[src/rtl/pdsc_pkg.sv]
// Shared types, constants and the microcode program of the straight-drive PI controller.
package pdsc_pkg;

    localparam int HISTORY_DEPTH_DEF = 40;

    // Configuration register map (index = byte address / 4).
    localparam int CFG_AW = 5;
    localparam logic [2:0] REG_TARGET   = 3'd0;
    localparam logic [2:0] REG_PROP     = 3'd1;
    localparam logic [2:0] REG_INTEG    = 3'd2;
    localparam logic [2:0] REG_STRAIGHT = 3'd3;
    localparam logic [2:0] REG_MPC      = 3'd4;
    localparam logic [2:0] REG_SETTLE   = 3'd5;

    localparam logic [15:0] RST_TARGET   = 16'd0;
    localparam logic [15:0] RST_PROP     = 16'd256;
    localparam logic [15:0] RST_INTEG    = 16'd26;
    localparam logic [15:0] RST_STRAIGHT = 16'd256;
    localparam logic [15:0] RST_MPC      = 16'd23561;
    localparam logic [15:0] RST_SETTLE   = 16'd6554;

    // Arithmetic limits, u and the sides are held in 1/256 percent.
    localparam logic signed [49:0] ERR_MAX   = 50'sd131071;
    localparam logic signed [49:0] ERR_MIN   = -50'sd131072;
    localparam logic signed [49:0] INTEG_WIN = 50'sd17920;
    localparam logic signed [49:0] U_LIM     = 50'sd15360;
    localparam logic signed [49:0] SIDE_LIM  = 50'sd25600;
    localparam logic signed [17:0] FILL_ERR  = 18'sd9999;

    // Sequencer program counter.
    localparam int PC_W = 4;
    localparam logic [PC_W-1:0] PC_START = 4'd0;
    localparam logic [PC_W-1:0] PC_RST   = 4'd9;
    localparam logic [PC_W-1:0] PC_DONE  = 4'd10;

    typedef enum logic [2:0] {
        MS_HOLD,
        MS_POS,
        MS_KP,
        MS_KI,
        MS_KS,
        MS_TOL
    } t_mul_sel;

    typedef enum logic [1:0] {
        AC_HOLD,
        AC_POS,
        AC_LOAD,
        AC_ADD
    } t_acc_op;

    typedef enum logic [1:0] {
        OK_NONE,
        OK_RUN,
        OK_RESTART,
        OK_DONE
    } t_out_kind;

    typedef struct packed {
        logic      dispatch;
        t_mul_sel  mul;
        t_acc_op   acc;
        logic      err_en;
        logic      u_en;
        logic      side_en;
        t_out_kind okind;
    } t_uword;

    localparam t_uword UW_NOP = '{
        dispatch: 1'b0, mul: MS_HOLD, acc: AC_HOLD,
        err_en: 1'b0, u_en: 1'b0, side_en: 1'b0, okind: OK_NONE
    };

    typedef struct packed {
        logic [15:0] target;
        logic [15:0] prop;
        logic [15:0] integ;
        logic [15:0] straight;
        logic [15:0] mpc;
        logic [15:0] settle;
    } t_cfg;

    typedef struct packed {
        logic   load;
        t_uword uw;
    } t_dp_ctl;

    typedef struct packed {
        logic restart;
        logic done;
    } t_dp_stat;

    // Control store: one word per step of the sample, restart and settled-tick paths.
    function automatic t_uword ucode(input logic [PC_W-1:0] pc);
        t_uword w;
        w = UW_NOP;
        case (pc)
            4'd0: begin
                w.dispatch = 1'b1;
                w.mul      = MS_POS;
            end
            4'd1: w.acc = AC_POS;
            4'd2: w.err_en = 1'b1;
            4'd3: w.mul = MS_KP;
            4'd4: begin
                w.acc = AC_LOAD;
                w.mul = MS_KI;
            end
            4'd5: begin
                w.acc = AC_ADD;
                w.mul = MS_KS;
            end
            4'd6: w.u_en = 1'b1;
            4'd7: begin
                w.side_en = 1'b1;
                w.mul     = MS_TOL;
            end
            4'd8:  w.okind = OK_RUN;
            4'd9:  w.okind = OK_RESTART;
            4'd10: w.okind = OK_DONE;
            default: w = UW_NOP;
        endcase
        return w;
    endfunction

endpackage

[src/rtl/pdsc_datapath.sv]
// Datapath of the drive controller: shared multiplier, accumulator, history ring and result.
module pdsc_datapath #(
    parameter int HISTORY_DEPTH = pdsc_pkg::HISTORY_DEPTH_DEF
) (
    input  logic                     i_clk,
    input  logic                     i_rst_n,
    input  pdsc_pkg::t_cfg           i_cfg,
    input  pdsc_pkg::t_dp_ctl        i_ctl,
    input  logic                     i_action,
    input  logic signed [23:0]       i_left_count,
    input  logic signed [23:0]       i_right_count,
    output pdsc_pkg::t_dp_stat       o_stat,
    output logic signed [13:0]       o_left_drive,
    output logic signed [13:0]       o_right_drive,
    output logic signed [6:0]        o_control_effort,
    output logic                     o_settled
);

    localparam int PTR_W = (HISTORY_DEPTH > 1) ? $clog2(HISTORY_DEPTH) : 1;
    localparam logic [PTR_W-1:0] PTR_LAST = PTR_W'(HISTORY_DEPTH - 1);

    // Input word.
    logic              r_action;
    logic signed [23:0] r_left, r_right;

    // Arithmetic state.
    logic signed [49:0] r_p, r_acc;
    logic signed [17:0] r_err;
    logic signed [31:0] r_integ;
    logic signed [15:0] r_u, r_side_l, r_side_r;
    logic               r_done;

    // History ring.
    logic [17:0]              r_hist [HISTORY_DEPTH];
    logic [HISTORY_DEPTH-1:0] r_vld;
    logic [PTR_W-1:0]         r_ptr;
    logic [17:0]              r_old;
    logic                     r_old_vld;

    logic signed [24:0] sum, diff;
    logic signed [32:0] op_a;
    logic signed [16:0] op_b;
    logic signed [49:0] prod;
    logic [15:0]        t_abs;
    logic [PTR_W-1:0]   nxt;
    logic signed [49:0] acc_bias, quot;
    logic signed [17:0] err_sat;
    logic signed [32:0] integ_sum;
    logic signed [31:0] integ_sat;
    logic signed [15:0] u_clamp;
    logic signed [49:0] u_ext, sum_l, sum_r;
    logic signed [15:0] side_l, side_r;
    logic signed [17:0] older;
    logic [17:0]        abs_err, abs_old;
    logic [33:0]        tol;
    logic               settle_hit;
    logic               fin_run, fin_rst, fin_done;

    function automatic logic [17:0] abs18(input logic signed [17:0] v);
        return v[17] ? 18'(-v) : v;
    endfunction

    // Clamp a wide value to a symmetric limit that fits 16 bits.
    function automatic logic signed [15:0] clamp16(input logic signed [49:0] v,
                                                  input logic signed [49:0] lim);
        logic signed [49:0] c;
        c = (v > lim) ? lim : ((v < -lim) ? -lim : v);
        return c[15:0];
    endfunction

    // side * 50 / 256, rounded toward zero.
    function automatic logic signed [13:0] to_drive(input logic signed [15:0] s);
        logic signed [21:0] se, x;
        se = {{6{s[15]}}, s};
        x  = (se <<< 5) + (se <<< 4) + (se <<< 1);
        x  = x + (x[21] ? 22'sd255 : 22'sd0);
        x  = x >>> 8;
        return x[13:0];
    endfunction

    // u / 256, rounded toward zero.
    function automatic logic signed [6:0] to_effort(input logic signed [15:0] v);
        logic signed [15:0] x;
        x = v + (v[15] ? 16'sd255 : 16'sd0);
        x = x >>> 8;
        return x[6:0];
    endfunction

    assign sum   = {r_left[23], r_left} + {r_right[23], r_right};
    assign diff  = {r_right[23], r_right} - {r_left[23], r_left};
    assign t_abs = i_cfg.target[15] ? 16'(-i_cfg.target) : i_cfg.target;
    assign nxt   = (r_ptr == PTR_LAST) ? '0 : r_ptr + 1'b1;

    always_comb begin
        op_a = '0;
        op_b = '0;
        case (i_ctl.uw.mul)
            pdsc_pkg::MS_POS: begin
                op_a = {{8{sum[24]}}, sum};
                op_b = {1'b0, i_cfg.mpc};
            end
            pdsc_pkg::MS_KP: begin
                op_a = {{15{r_err[17]}}, r_err};
                op_b = {1'b0, i_cfg.prop};
            end
            pdsc_pkg::MS_KI: begin
                op_a = {r_integ[31], r_integ};
                op_b = {1'b0, i_cfg.integ};
            end
            pdsc_pkg::MS_KS: begin
                op_a = {{8{diff[24]}}, diff};
                op_b = {1'b0, i_cfg.straight};
            end
            pdsc_pkg::MS_TOL: begin
                op_a = {17'd0, t_abs};
                op_b = {1'b0, i_cfg.settle};
            end
            default: begin
                op_a = '0;
                op_b = '0;
            end
        endcase
    end

    assign prod = op_a * op_b;

    // Error: truncate toward zero, then saturate to 18 bits.
    assign acc_bias = r_acc + (r_acc[49] ? 50'sd131071 : 50'sd0);
    assign quot     = acc_bias >>> 17;
    assign err_sat  = (quot > pdsc_pkg::ERR_MAX) ? 18'sh1ffff :
                      ((quot < pdsc_pkg::ERR_MIN) ? 18'sh20000 : quot[17:0]);

    // Conditional integration with 32-bit saturation.
    assign integ_sum = {r_integ[31], r_integ} + {{15{r_err[17]}}, r_err};
    assign integ_sat = (integ_sum[32] != integ_sum[31]) ?
                       (integ_sum[32] ? 32'sh80000000 : 32'sh7fffffff) : integ_sum[31:0];
    assign u_clamp   = clamp16(r_acc, pdsc_pkg::U_LIM);

    assign u_ext  = {{34{r_u[15]}}, r_u};
    assign sum_l  = u_ext + r_p;
    assign sum_r  = u_ext - r_p;
    assign side_l = clamp16(sum_l, pdsc_pkg::SIDE_LIM);
    assign side_r = clamp16(sum_r, pdsc_pkg::SIDE_LIM);

    assign older      = r_old_vld ? r_old : pdsc_pkg::FILL_ERR;
    assign abs_err    = abs18(r_err);
    assign abs_old    = abs18(older);
    assign tol        = {2'b00, r_p[31:0]};
    assign settle_hit = ({abs_err, 16'd0} <= tol) && ({abs_old, 16'd0} <= tol);

    assign fin_run  = (i_ctl.uw.okind == pdsc_pkg::OK_RUN);
    assign fin_rst  = (i_ctl.uw.okind == pdsc_pkg::OK_RESTART);
    assign fin_done = (i_ctl.uw.okind == pdsc_pkg::OK_DONE);

    // Payload registers.
    always_ff @(posedge i_clk) begin
        if (i_ctl.load) begin
            r_action <= i_action;
            r_left   <= i_left_count;
            r_right  <= i_right_count;
        end
        if (i_ctl.uw.mul != pdsc_pkg::MS_HOLD) begin
            r_p <= prod;
        end
        case (i_ctl.uw.acc)
            pdsc_pkg::AC_POS:  r_acc <= {{17{i_cfg.target[15]}}, i_cfg.target, 17'd0} - r_p;
            pdsc_pkg::AC_LOAD: r_acc <= r_p;
            pdsc_pkg::AC_ADD:  r_acc <= r_acc + r_p;
            default:           r_acc <= r_acc;
        endcase
        if (i_ctl.uw.err_en) begin
            r_err <= err_sat;
        end
        if (i_ctl.uw.u_en) begin
            r_u <= u_clamp;
        end
        if (i_ctl.uw.side_en) begin
            r_side_l <= side_l;
            r_side_r <= side_r;
        end
        if (fin_run) begin
            r_hist[r_ptr] <= r_err;
        end
        r_old <= r_hist[nxt];
        if (fin_run) begin
            o_control_effort <= to_effort(r_u);
            o_settled        <= settle_hit;
            o_left_drive     <= settle_hit ? 14'sd0 : to_drive(r_side_l);
            o_right_drive    <= settle_hit ? 14'sd0 : to_drive(r_side_r);
        end else if (fin_rst || fin_done) begin
            o_control_effort <= 7'sd0;
            o_settled        <= fin_done;
            o_left_drive     <= 14'sd0;
            o_right_drive    <= 14'sd0;
        end
    end

    // Run state.
    always_ff @(posedge i_clk) begin
        if (!i_rst_n) begin
            r_integ   <= '0;
            r_vld     <= '0;
            r_ptr     <= '0;
            r_done    <= 1'b0;
            r_old_vld <= 1'b0;
        end else begin
            r_old_vld <= r_vld[nxt];
            if (fin_rst) begin
                r_integ <= '0;
                r_vld   <= '0;
                r_ptr   <= '0;
                r_done  <= 1'b0;
            end else begin
                if (i_ctl.uw.u_en && (r_acc > -pdsc_pkg::INTEG_WIN)
                        && (r_acc < pdsc_pkg::INTEG_WIN)) begin
                    r_integ <= integ_sat;
                end
                if (fin_run) begin
                    r_vld[r_ptr] <= 1'b1;
                    r_ptr        <= nxt;
                    if (settle_hit) begin
                        r_done <= 1'b1;
                    end
                end
            end
        end
    end

    assign o_stat.restart = r_action;
    assign o_stat.done    = r_done;

endmodule

[src/rtl/pi_drive_with_straight_correction_core.sv]
// Top level of the straight-drive PI controller: register port, sequencer and handshakes.
// A sample tick runs the nine-step program on one shared multiplier from acceptance to a
// valid result word; a restart or a tick after settling runs step 0 and one closing step.
// A new word is accepted the cycle after the previous one finishes, never during a tick.
// Reset (synchronous, active low) loads the register defaults, clears the integral, the
// history valid bits, the ring pointer and the settled flag; no clearing pass is needed.
module pi_drive_with_straight_correction_core #(
    parameter int HISTORY_DEPTH = pdsc_pkg::HISTORY_DEPTH_DEF
) (
    input  logic                         i_clk,
    input  logic                         i_rst_n,
    // Register port.
    input  logic                         psel,
    input  logic                         penable,
    input  logic                         pwrite,
    input  logic [pdsc_pkg::CFG_AW-1:0]  paddr,
    input  logic [31:0]                  pwdata,
    output logic [31:0]                  prdata,
    output logic                         pready,
    // Input words.
    input  logic                         i_in_valid,
    output logic                         o_in_stall,
    input  logic                         i_action,
    input  logic signed [23:0]           i_left_count,
    input  logic signed [23:0]           i_right_count,
    // Result words.
    output logic                         o_out_valid,
    input  logic                         i_out_stall,
    output logic signed [13:0]           o_left_drive,
    output logic signed [13:0]           o_right_drive,
    output logic signed [6:0]            o_control_effort,
    output logic                         o_settled
);

    pdsc_pkg::t_cfg      r_cfg;
    pdsc_pkg::t_dp_ctl   ctl;
    pdsc_pkg::t_dp_stat  stat;
    pdsc_pkg::t_uword    uw_rom;

    logic                       r_busy;
    logic [pdsc_pkg::PC_W-1:0]  r_pc;
    logic                       r_out_valid;
    logic [2:0]                 reg_idx;
    logic                       cfg_wr;
    logic                       fin_step, out_free, go, fire;

    // The register port never waits. Writes land on the access cycle.
    assign pready  = 1'b1;
    assign reg_idx = paddr[pdsc_pkg::CFG_AW-1:2];
    assign cfg_wr  = psel && penable && pwrite;

    always_ff @(posedge i_clk) begin
        if (!i_rst_n) begin
            r_cfg.target   <= pdsc_pkg::RST_TARGET;
            r_cfg.prop     <= pdsc_pkg::RST_PROP;
            r_cfg.integ    <= pdsc_pkg::RST_INTEG;
            r_cfg.straight <= pdsc_pkg::RST_STRAIGHT;
            r_cfg.mpc      <= pdsc_pkg::RST_MPC;
            r_cfg.settle   <= pdsc_pkg::RST_SETTLE;
        end else if (cfg_wr) begin
            case (reg_idx)
                pdsc_pkg::REG_TARGET:   r_cfg.target   <= pwdata[15:0];
                pdsc_pkg::REG_PROP:     r_cfg.prop     <= pwdata[15:0];
                pdsc_pkg::REG_INTEG:    r_cfg.integ    <= pwdata[15:0];
                pdsc_pkg::REG_STRAIGHT: r_cfg.straight <= pwdata[15:0];
                pdsc_pkg::REG_MPC:      r_cfg.mpc      <= pwdata[15:0];
                pdsc_pkg::REG_SETTLE:   r_cfg.settle   <= pwdata[15:0];
                default: ;
            endcase
        end
    end

    always_comb begin
        case (reg_idx)
            pdsc_pkg::REG_TARGET:   prdata = {16'd0, r_cfg.target};
            pdsc_pkg::REG_PROP:     prdata = {16'd0, r_cfg.prop};
            pdsc_pkg::REG_INTEG:    prdata = {16'd0, r_cfg.integ};
            pdsc_pkg::REG_STRAIGHT: prdata = {16'd0, r_cfg.straight};
            pdsc_pkg::REG_MPC:      prdata = {16'd0, r_cfg.mpc};
            pdsc_pkg::REG_SETTLE:   prdata = {16'd0, r_cfg.settle};
            default:                prdata = 32'd0;
        endcase
    end

    // Sequencer. The control store is read at the program counter every cycle. The last
    // step of each path writes the result register, so it waits while an earlier result
    // is still stalled there; every other step advances unconditionally. Step 0 branches
    // to the restart path or to the already-settled path.
    assign uw_rom   = pdsc_pkg::ucode(r_pc);
    assign fin_step = (uw_rom.okind != pdsc_pkg::OK_NONE);
    assign out_free = !r_out_valid || !i_out_stall;
    assign go       = r_busy && (!fin_step || out_free);
    assign fire     = go && fin_step;

    assign o_in_stall = r_busy;
    assign ctl.load   = i_in_valid && !r_busy;
    assign ctl.uw     = go ? uw_rom : pdsc_pkg::UW_NOP;

    always_ff @(posedge i_clk) begin
        if (!i_rst_n) begin
            r_busy      <= 1'b0;
            r_pc        <= pdsc_pkg::PC_START;
            r_out_valid <= 1'b0;
        end else begin
            if (fire) begin
                r_out_valid <= 1'b1;
            end else if (!i_out_stall) begin
                r_out_valid <= 1'b0;
            end
            if (ctl.load) begin
                r_busy <= 1'b1;
                r_pc   <= pdsc_pkg::PC_START;
            end else if (go) begin
                if (fire) begin
                    r_busy <= 1'b0;
                    r_pc   <= pdsc_pkg::PC_START;
                end else if (uw_rom.dispatch) begin
                    if (stat.restart) begin
                        r_pc <= pdsc_pkg::PC_RST;
                    end else if (stat.done) begin
                        r_pc <= pdsc_pkg::PC_DONE;
                    end else begin
                        r_pc <= r_pc + 1'b1;
                    end
                end else begin
                    r_pc <= r_pc + 1'b1;
                end
            end
        end
    end

    assign o_out_valid = r_out_valid;

    // Multiplier, accumulator, error history and the result register.
    pdsc_datapath #(
        .HISTORY_DEPTH(HISTORY_DEPTH)
    ) u_datapath (
        .i_clk            (i_clk),
        .i_rst_n          (i_rst_n),
        .i_cfg            (r_cfg),
        .i_ctl            (ctl),
        .i_action         (i_action),
        .i_left_count     (i_left_count),
        .i_right_count    (i_right_count),
        .o_stat           (stat),
        .o_left_drive     (o_left_drive),
        .o_right_drive    (o_right_drive),
        .o_control_effort (o_control_effort),
        .o_settled        (o_settled)
    );

endmodule

[config.mk]
export PLATFORM = sky130hd
export DESIGN_NAME = pi_drive_with_straight_correction_core
export DESIGN_NICKNAME = d
export VERILOG_FILES = /design/src/rtl/pdsc_pkg.sv /design/src/rtl/pdsc_datapath.sv /design/src/rtl/pi_drive_with_straight_correction_core.sv
export SDC_FILE = /design/constraint.sdc
export NUM_CORES = 2
export LEC_CHECK = 0
export ABC_CLOCK_PERIOD_IN_PS = 13430
export BUFFER_PORTS_ARGS = -buffer_cell sky130_fd_sc_hd__buf_2
export CELL_PAD_IN_SITES_DETAIL_PLACEMENT = 0
export CELL_PAD_IN_SITES_GLOBAL_PLACEMENT = 2
export CORE_MARGIN = 2
export CORE_UTILIZATION = 44
export CTS_BUF_LIST = sky130_fd_sc_hd__clkbuf_16
export DETAILED_ROUTE_END_ITERATION = 10
export GPL_ROUTABILITY_DRIVEN = 1
export GPL_TIMING_DRIVEN = 1
export PLACE_DENSITY = 0.8
export SLEW_MARGIN = 10
export SYNTH_ARGS = -nofsm -noshare
export SYNTH_HDL_FRONTEND = slang
export SYNTH_SLANG_ARGS = --single-unit
[constraint.sdc]
create_clock -name i_clk -period 13.43 [get_ports i_clk]
set_clock_uncertainty 0.1 [all_clocks]
set_input_delay 0.6715 -clock i_clk [delete_from_list [all_inputs] [get_ports i_clk]]
set_output_delay 0.6715 -clock i_clk [all_outputs]
set_load 0.02 [all_outputs]
# Word-level counts from Yosys, hierarchy flattened
# Memory sizes are Yosys's and may differ from the RTL's. A register that Yosys moved wholly into a read port is not among the register bits.
# Index checks and enable logic that the tools add are counted.
dict set report totals {
  register_bits 433
  ram_bits 720
  word_cells 186
  mem_count 1
}
# name depth width read_ports rd_ports_with_merged_regs write_ports line
set mem_list {}
lappend mem_list {u_datapath.r_hist 40 18 1 1 1 pdsc_datapath.sv:34} ;# logic [17:0] r_hist [HISTORY_DEPTH];
dict set report op_classes {
  n_addsub 20
  mul 1
  magnitude_cmp 15
  eq_ne 29
  mux 51
  bitwise_logic 2
  n_reduce_logical 37
}
# cell n
set ops {}
lappend ops {{$pmux W33 S5} 1}
lappend ops {{$gt A50 B16 Y1 const B} 3}
lappend ops {{$lt A50 B16 Y1 const B} 3}
lappend ops {{$pmux W50 S3} 1}
lappend ops {{$pmux W16 S6} 1}
lappend ops {{$pmux W16 S5} 1}
lappend ops {{$mux W18} 4}
lappend ops {{$mux W14} 5}
lappend ops {{$le A34 B32 Y1} 2}
lappend ops {{$mux W16} 4}
lappend ops {{$mux W32} 2}
lappend ops {{$add A16 B50 Y50} 1}
lappend ops {{$add A50 B18 Y50} 1}
lappend ops {{$add A50 B50 Y50} 1}
lappend ops {{$gt A50 B15 Y1 const B} 1}
lappend ops {{$lt A50 B15 Y1 const B} 1}
lappend ops {{$mul A33 B17 Y50} 1}
lappend ops {{$sub A16 B50 Y50} 1}
lappend ops {{$sub A50 B50 Y50} 1}
lappend ops {{$add A21 B20 Y22} 2}
lappend ops {{$add A22 B17 Y22} 2}
lappend ops {{$add A22 B22 Y22} 2}
lappend ops {{$or A40 B40 Y40} 1}
lappend ops {{$neg A18 Y18} 2}
lappend ops {{other kinds (44)} 111}

# Longest topological paths before layout
dict set report depth {
  ltp_word 11
  depth_mapped 42
}

# By module
# Synthesis repeated with hierarchy kept, for this count alone.
dict set report unflattened {
  cells_unflattened 8096
  hier_area_um2 85807.3
}
# module n_inst cells_each area_each_um2 seq_area_each_um2
set by_module_without_submodules {}
lappend by_module_without_submodules {pdsc_datapath 1 7469 80798.7 31119.8}
lappend by_module_without_submodules {pi_drive_with_straight_correction_core 1 627 5008.6 2042.0}

# Worst setup path before layout
# No wires, ideal clock.
dict set report synth_timing {
  path_kind {register to register}
  from {reg r_pc[0] (netlist name)}
  to {reg u_datapath.r_p[46], data pin}
  arrival_time_ps 9502
  t_required_ps 13070
  path_slack_ps 3568
  path_stages_with_launch 36
  path_buffers 3
  period_less_slack_ps 9862
  path_cell_list {dfxtp_1 > ha_1 > clkbuf_1 > and3_1 > nor2b_1 > clkbuf_1 > a222oi_1 > o311a_1 > o21ai_0 > o2111ai_1 > a41oi_1 > clkbuf_1 > nand2_1 > fa_1 > fa_1 > inv_1 > fa_1 > inv_1 > fa_1 > fa_1 > fa_1 > inv_1 > ha_1 > and3_1 > a221o_1 > a221o_1 > a21o_1 > a41oi_1 > or3b_2 > nand2_1 > o21a_1 > a211o_1 > a311o_1 > a21o_1 > a21oi_1 > xnor2_1}
}
dict set report synth_via {
  elab_chain_len 10
  elab_cells_between_ends 23
  cone_classes {1 x mul; 12 x eq/ne; 5 x mux; 5 x reduce/logical}
}
# element line
set synth_rtl {}
lappend synth_rtl {{start, declared} pi_drive_with_straight_correction_core.sv:41} ;# logic [pdsc_pkg::PC_W-1:0] r_pc;
lappend synth_rtl {{start signal, assigned} pi_drive_with_straight_correction_core.sv:102} ;# r_pc <= pdsc_pkg::PC_START;
lappend synth_rtl {{start signal, assigned} pi_drive_with_straight_correction_core.sv:112} ;# r_pc <= pdsc_pkg::PC_START;
lappend synth_rtl {{start signal, assigned} pi_drive_with_straight_correction_core.sv:116} ;# r_pc <= pdsc_pkg::PC_START;
lappend synth_rtl {{$eq A4 B4 Y1} pdsc_pkg.sv:97} ;# case (pc)
lappend synth_rtl {{$pmux W2 S3} pdsc_pkg.sv:97}
lappend synth_rtl {{$reduce_bool A2 Y1} pi_drive_with_straight_correction_core.sv:90} ;# assign fin_step = (uw_rom.okind != pdsc_pkg::OK_NONE);
lappend synth_rtl {{$logic_not A1 Y1} pi_drive_with_straight_correction_core.sv:92} ;# assign go = r_busy && (!fin_step || out_free);
lappend synth_rtl {{$logic_or A1 B1 Y1} pi_drive_with_straight_correction_core.sv:92}
lappend synth_rtl {{$logic_and A1 B1 Y1} pi_drive_with_straight_correction_core.sv:92}
lappend synth_rtl {{$mux W10 *} pi_drive_with_straight_correction_core.sv:97} ;# assign ctl.uw = go ? uw_rom : pdsc_pkg::UW_NOP;
lappend synth_rtl {{$eq A3 B3 Y1, or another cell as far along} pdsc_datapath.sv:97} ;# case (i_ctl.uw.mul)
lappend synth_rtl {{$pmux W33 S5 / $pmux W16 S5 (equally long branches)} pdsc_datapath.sv:97}
lappend synth_rtl {{$mul A33 B17 Y50 *} pdsc_datapath.sv:125} ;# assign prod = op_a * op_b;
lappend synth_rtl {{net u_datapath.prod[46]} pdsc_datapath.sv:43} ;# logic signed [49:0] prod;
lappend synth_rtl {{end signal, assigned} pdsc_datapath.sv:163} ;# r_p <= prod;
lappend synth_rtl {{end, declared} pdsc_datapath.sv:27} ;# logic signed [49:0] r_p, r_acc;
# Mark *: on every way through the listed nets, which the timed path passes. The rest lies on a longest branch.
# A chain may end at the register's enable or synchronous reset.

# Worst setup path after layout
dict set report layout_timing {
  from {reg u_datapath.r_left[1]}
  to {reg u_datapath.r_p[49], data pin}
}
dict set report layout_via {
  elab_chain_len 3
  elab_cells_between_ends 4
  cone_classes {2 x add/sub; 1 x mul; 1 x mux}
}
# element line
set layout_rtl {}
lappend layout_rtl {{start, declared} pdsc_datapath.sv:24} ;# logic signed [23:0] r_left, r_right;
lappend layout_rtl {{start signal, assigned} pdsc_datapath.sv:159} ;# r_left <= i_left_count;
lappend layout_rtl {{$sub A24 B24 Y25 / $add A24 B24 Y25 (equally long branches)} {pdsc_datapath.sv:90, pdsc_datapath.sv:89}}
lappend layout_rtl {{$pmux W33 S5 *} pdsc_datapath.sv:97}
lappend layout_rtl {{$mul A33 B17 Y50 *} pdsc_datapath.sv:125}
lappend layout_rtl {{net u_datapath.prod[49]} pdsc_datapath.sv:43}
# Marked as above.

==> metrics <==
outcome finished clean; critical-path cell with the highest stage delay sky130_fd_sc_hd__a2111oi_0; part of the Yosys area used for sequential elements 39.5%; top-level port count 164; Worst-path clk slew ~0.060 ns; Worst setup endpoint u_datapath.r_p[49]$_DFFE_PP_; max_cap viols 0; relative slew slack 21.4%; CTS tree yes; Most used DFF post-synth sky130_fd_sc_hd__edfxtp_1; FMAX 82.9 MHz; Post-DP HPWL approximately 190000 µm; weighted congestion at the end of routability-driven global placement 0.904; floorplan core area ~0.19 mm²; layout cell share with drive strength beyond 1 10.2%; Post-Synthesis Cell Area between 0.08 and 0.09 mm²; 1st-pass router iterations 6; worst setup path start u_datapath.r_left[1]$_DFFE_PP_; overall die area 0.194 mm²; via count 61800; synthesized area per cell about 11 µm²; worst slack on hold paths 0.0354 ns; initial antenna violation count 15; share of async-settable or async-resettable flops after synthesis 0%; most common cell after layout, fill and taps aside sky130_fd_sc_hd__edfxtp_1; insertion delay to the later sink of the worst-skew pair 0.79 ns; slack of the worst reg-to-reg path 1.36 ns; total routing resource utilization after global routing 27.1%; sort of element at the end of the critical path flop; P_leak 36.7 nW; r2r startpoint u_datapath.r_left[1]$_DFFE_PP_; maximum root-to-sink buffer count 3; final-stage net count 9090; Final Hold Fails 0; worst-case vdd ir drop 0.104 mV; setup total negative slack 0 ns; setup repair after global routing missed its margin no; total congestion overflow 0; average via count per standard cell 5.82; cell count of the worst reg-to-reg path 38; largest net degree at the start of global routing 99; yosys synthesis warning count 0; Max Transition Viols Final 0; final critical delay including setup and external delays roughly 12 ns; quantity of gates resized following cts 0; Tightest Pin Transition 1.18 ns; worst hold path type in -> reg; clock sink total 1171; Area Growth Syn to Fin 10.5%; post-synthesis sequential element count 1171; H-tree depth 4; startpoint type of the worst setup path flop; mean routed wirelength per cell around 25 µm; required time of the critical path approximately 14 ns; Worst Min Path Start i_left_count[3]; number of distinct standard cells referenced by the synthesized netlist between 100 and 150; maximum fanout along the worst path 16; first-pass GRT wire length 395000 µm; Die Span Y roughly 440 µm; cts bufs inserted 132; Post-Synthesis Cells approximately 7900; largest stage delay on the critical path 0.65 ns; worst setup path class reg -> reg; Starting DRT DRC Count 5406; number of design rule violations left after detail routing 0; cell seen most often among critical-path stages sky130_fd_sc_hd__fa_1; vias in the first global route 61300; number of enable flip-flop cells after synthesis 971; setup-violating endpoint count in the final report 0; std cell rows 160; fin crit share between 80% and 90%; starting density of the core 44.2%; die outline width 441 µm; Post-Route Utilization between 40 and 50%; critical path data arrival time 12.48 ns; count of port buffers added during placement 128; number of nets with antenna violations after routing 0; power per cell area around 100 mW/mm²; Final Routed Wirelength 266000 µm; commonest cells after routing, fill and taps aside sky130_fd_sc_hd__edfxtp_1, sky130_fd_sc_hd__inv_1, sky130_fd_sc_hd__nand2_1, sky130_fd_sc_hd__nor2_1, sky130_fd_sc_hd__fa_1; clock root buffer master sky130_fd_sc_hd__clkbuf_16; Reg2Reg Capture Point u_datapath.r_p[49]$_DFFE_PP_
registers in the layout, summed over array words and instances, names as in the netlist, 4 cells and up:
| name | flops |
|---|---|
| r_cfg | 96 |
| u_datapath.r_side_l | 16 |
| u_datapath.o_left_drive | 14 |
| u_datapath.r_old | 18 |
| u_datapath.r_right | 24 |
| u_datapath.r_hist | 720 |
| u_datapath.r_err | 18 |
| u_datapath.r_side_r | 16 |
| u_datapath.r_p | 50 |
| u_datapath.r_left | 24 |
| u_datapath.r_integ | 32 |
| u_datapath.o_right_drive | 14 |
| u_datapath.r_u | 16 |
| u_datapath.r_vld | 40 |
| r_pc | 4 |
| u_datapath.r_ptr | 6 |
| u_datapath.r_acc | 50 |
| u_datapath.o_control_effort | 7 |
routing by layer:
metal  GRT usage (%)  up-vias  wire (µm)
met2            44.8     1937     127000
met4            9.10        0       9170
met3            3.21      346      14800
li1                -    28200          -
met1            37.2    31300     114000
met5               0        -          0
kinds of logic after synthesis:
family	after synthesis	share of synthesized area, %
simple gates	2280	12.6
compound gates	1658	12.8
buf+inv	1194	5.47
flops	1171	39.5
fa+ha+maj	1014	19.8
xor+xnor	333	3.47
mux	247	6.34
other cells	2	0.00894
critical path: cells and delay by family, from the launching register on:
family	cells	cell delay, ns
AO/OA/AOI/OAI	17	5.11
adder cells (fa/ha/maj)	8	3.64
buffers and inverters	4	0.29
AND/OR/NAND/NOR	8	2.11
XOR/XNOR	1	0.12
flip-flops	1	0.45
worst min-delay path by stage:
| stage | end | slack (ns) | cells past startpoint |
|---|---|---|---|
| after global placement | u_datapath.r_vld[3]$_SDFFE_PP0P_ | 0.34 | 2 |
| after CTS | u_datapath.r_right[3]$_DFFE_PP_ | 0.0004 | 1 |
| after global routing | u_datapath.r_right[1]$_DFFE_PP_ | 0.004 | 1 |
| after floorplan | u_datapath.r_vld[10]$_SDFFE_PP0P_ | 0.33 | 2 |
| after detailed placement | u_datapath.r_vld[18]$_SDFFE_PP0P_ | 0.35 | 2 |
| final | u_datapath.r_left[3]$_DFFE_PP_ | 0.04 | 1 |
cell usage after synthesis, types with 20 or more instances:
master,n,area (µm²)
sky130_fd_sc_hd__nor2_1,588,2210
sky130_fd_sc_hd__nand2b_1,63,394
sky130_fd_sc_hd__a222oi_1,26,260
sky130_fd_sc_hd__o21bai_1,64,480
sky130_fd_sc_hd__nand3_1,140,701
sky130_fd_sc_hd__a211o_1,20,175
sky130_fd_sc_hd__a211oi_1,64,480
sky130_fd_sc_hd__xnor2_1,223,1950
sky130_fd_sc_hd__nand2_1,846,3180
sky130_fd_sc_hd__o211ai_1,36,270
sky130_fd_sc_hd__a21oi_1,483,2420
sky130_fd_sc_hd__or3_1,51,319
sky130_fd_sc_hd__o31ai_1,40,300
sky130_fd_sc_hd__a22oi_1,86,646
sky130_fd_sc_hd__nor4_1,52,325
sky130_fd_sc_hd__o21ai_0,330,1650
sky130_fd_sc_hd__fa_1,529,10600
sky130_fd_sc_hd__ha_1,485,6070
sky130_fd_sc_hd__buf_4,20,150
sky130_fd_sc_hd__and3_1,58,363
sky130_fd_sc_hd__a31oi_1,85,532
sky130_fd_sc_hd__inv_1,821,3080
sky130_fd_sc_hd__clkbuf_1,294,1100
sky130_fd_sc_hd__dfxtp_1,200,4000
sky130_fd_sc_hd__buf_1,27,101
sky130_fd_sc_hd__nor2b_1,110,688
sky130_fd_sc_hd__mux4_2,228,5130
sky130_fd_sc_hd__edfxtp_1,971,29200
sky130_fd_sc_hd__and4_1,20,175
sky130_fd_sc_hd__nor3_1,106,531
sky130_fd_sc_hd__and2_1,81,507
sky130_fd_sc_hd__xor2_1,110,963
sky130_fd_sc_hd__a21o_1,163,1220
sky130_fd_sc_hd__o21a_1,44,330
sky130_fd_sc_hd__nand4_1,65,407
metrics by stage:
stage	cell area (µm²)	power, W	setup slack [ns]	instances
after floorplan	84100	0.00532	3.57	7914
after global placement	87900	0.00591	1.45	10300
after detailed placement	87900	0.00591	1.39	10300
after CTS	92800	0.00966	1.39	10600
after global routing	92800	0.00998	0.597	10600
final	92800	0.00960	1.36	10600
cell type report:
class / count / area (µm²)
repair buffers: 298 / 2040
well taps: 2511 / 3140
clock inverters: 111 / 1150
diodes: 12 / 30.0
clock buffers: 134 / 3350
multi-input cells: 5549 / 46800
flip-flops and latches: 1171 / 33200
inverters: 831 / 3120
fillers: 17200 / 97200
repair_timing:
action	4_1_cts	5_1_grt
buffers inserted	0	0
hold endpoints to repair	42	1
hold buffers	42	1
power by group:
part	internal, W	switching (W)
clock network	0.00214	0.00159
logic	0.000637	0.00120
registers	0.00396	0.0000800
total	0.00673	0.00287
No activity file was read; power rests on OpenSTA's default activity.
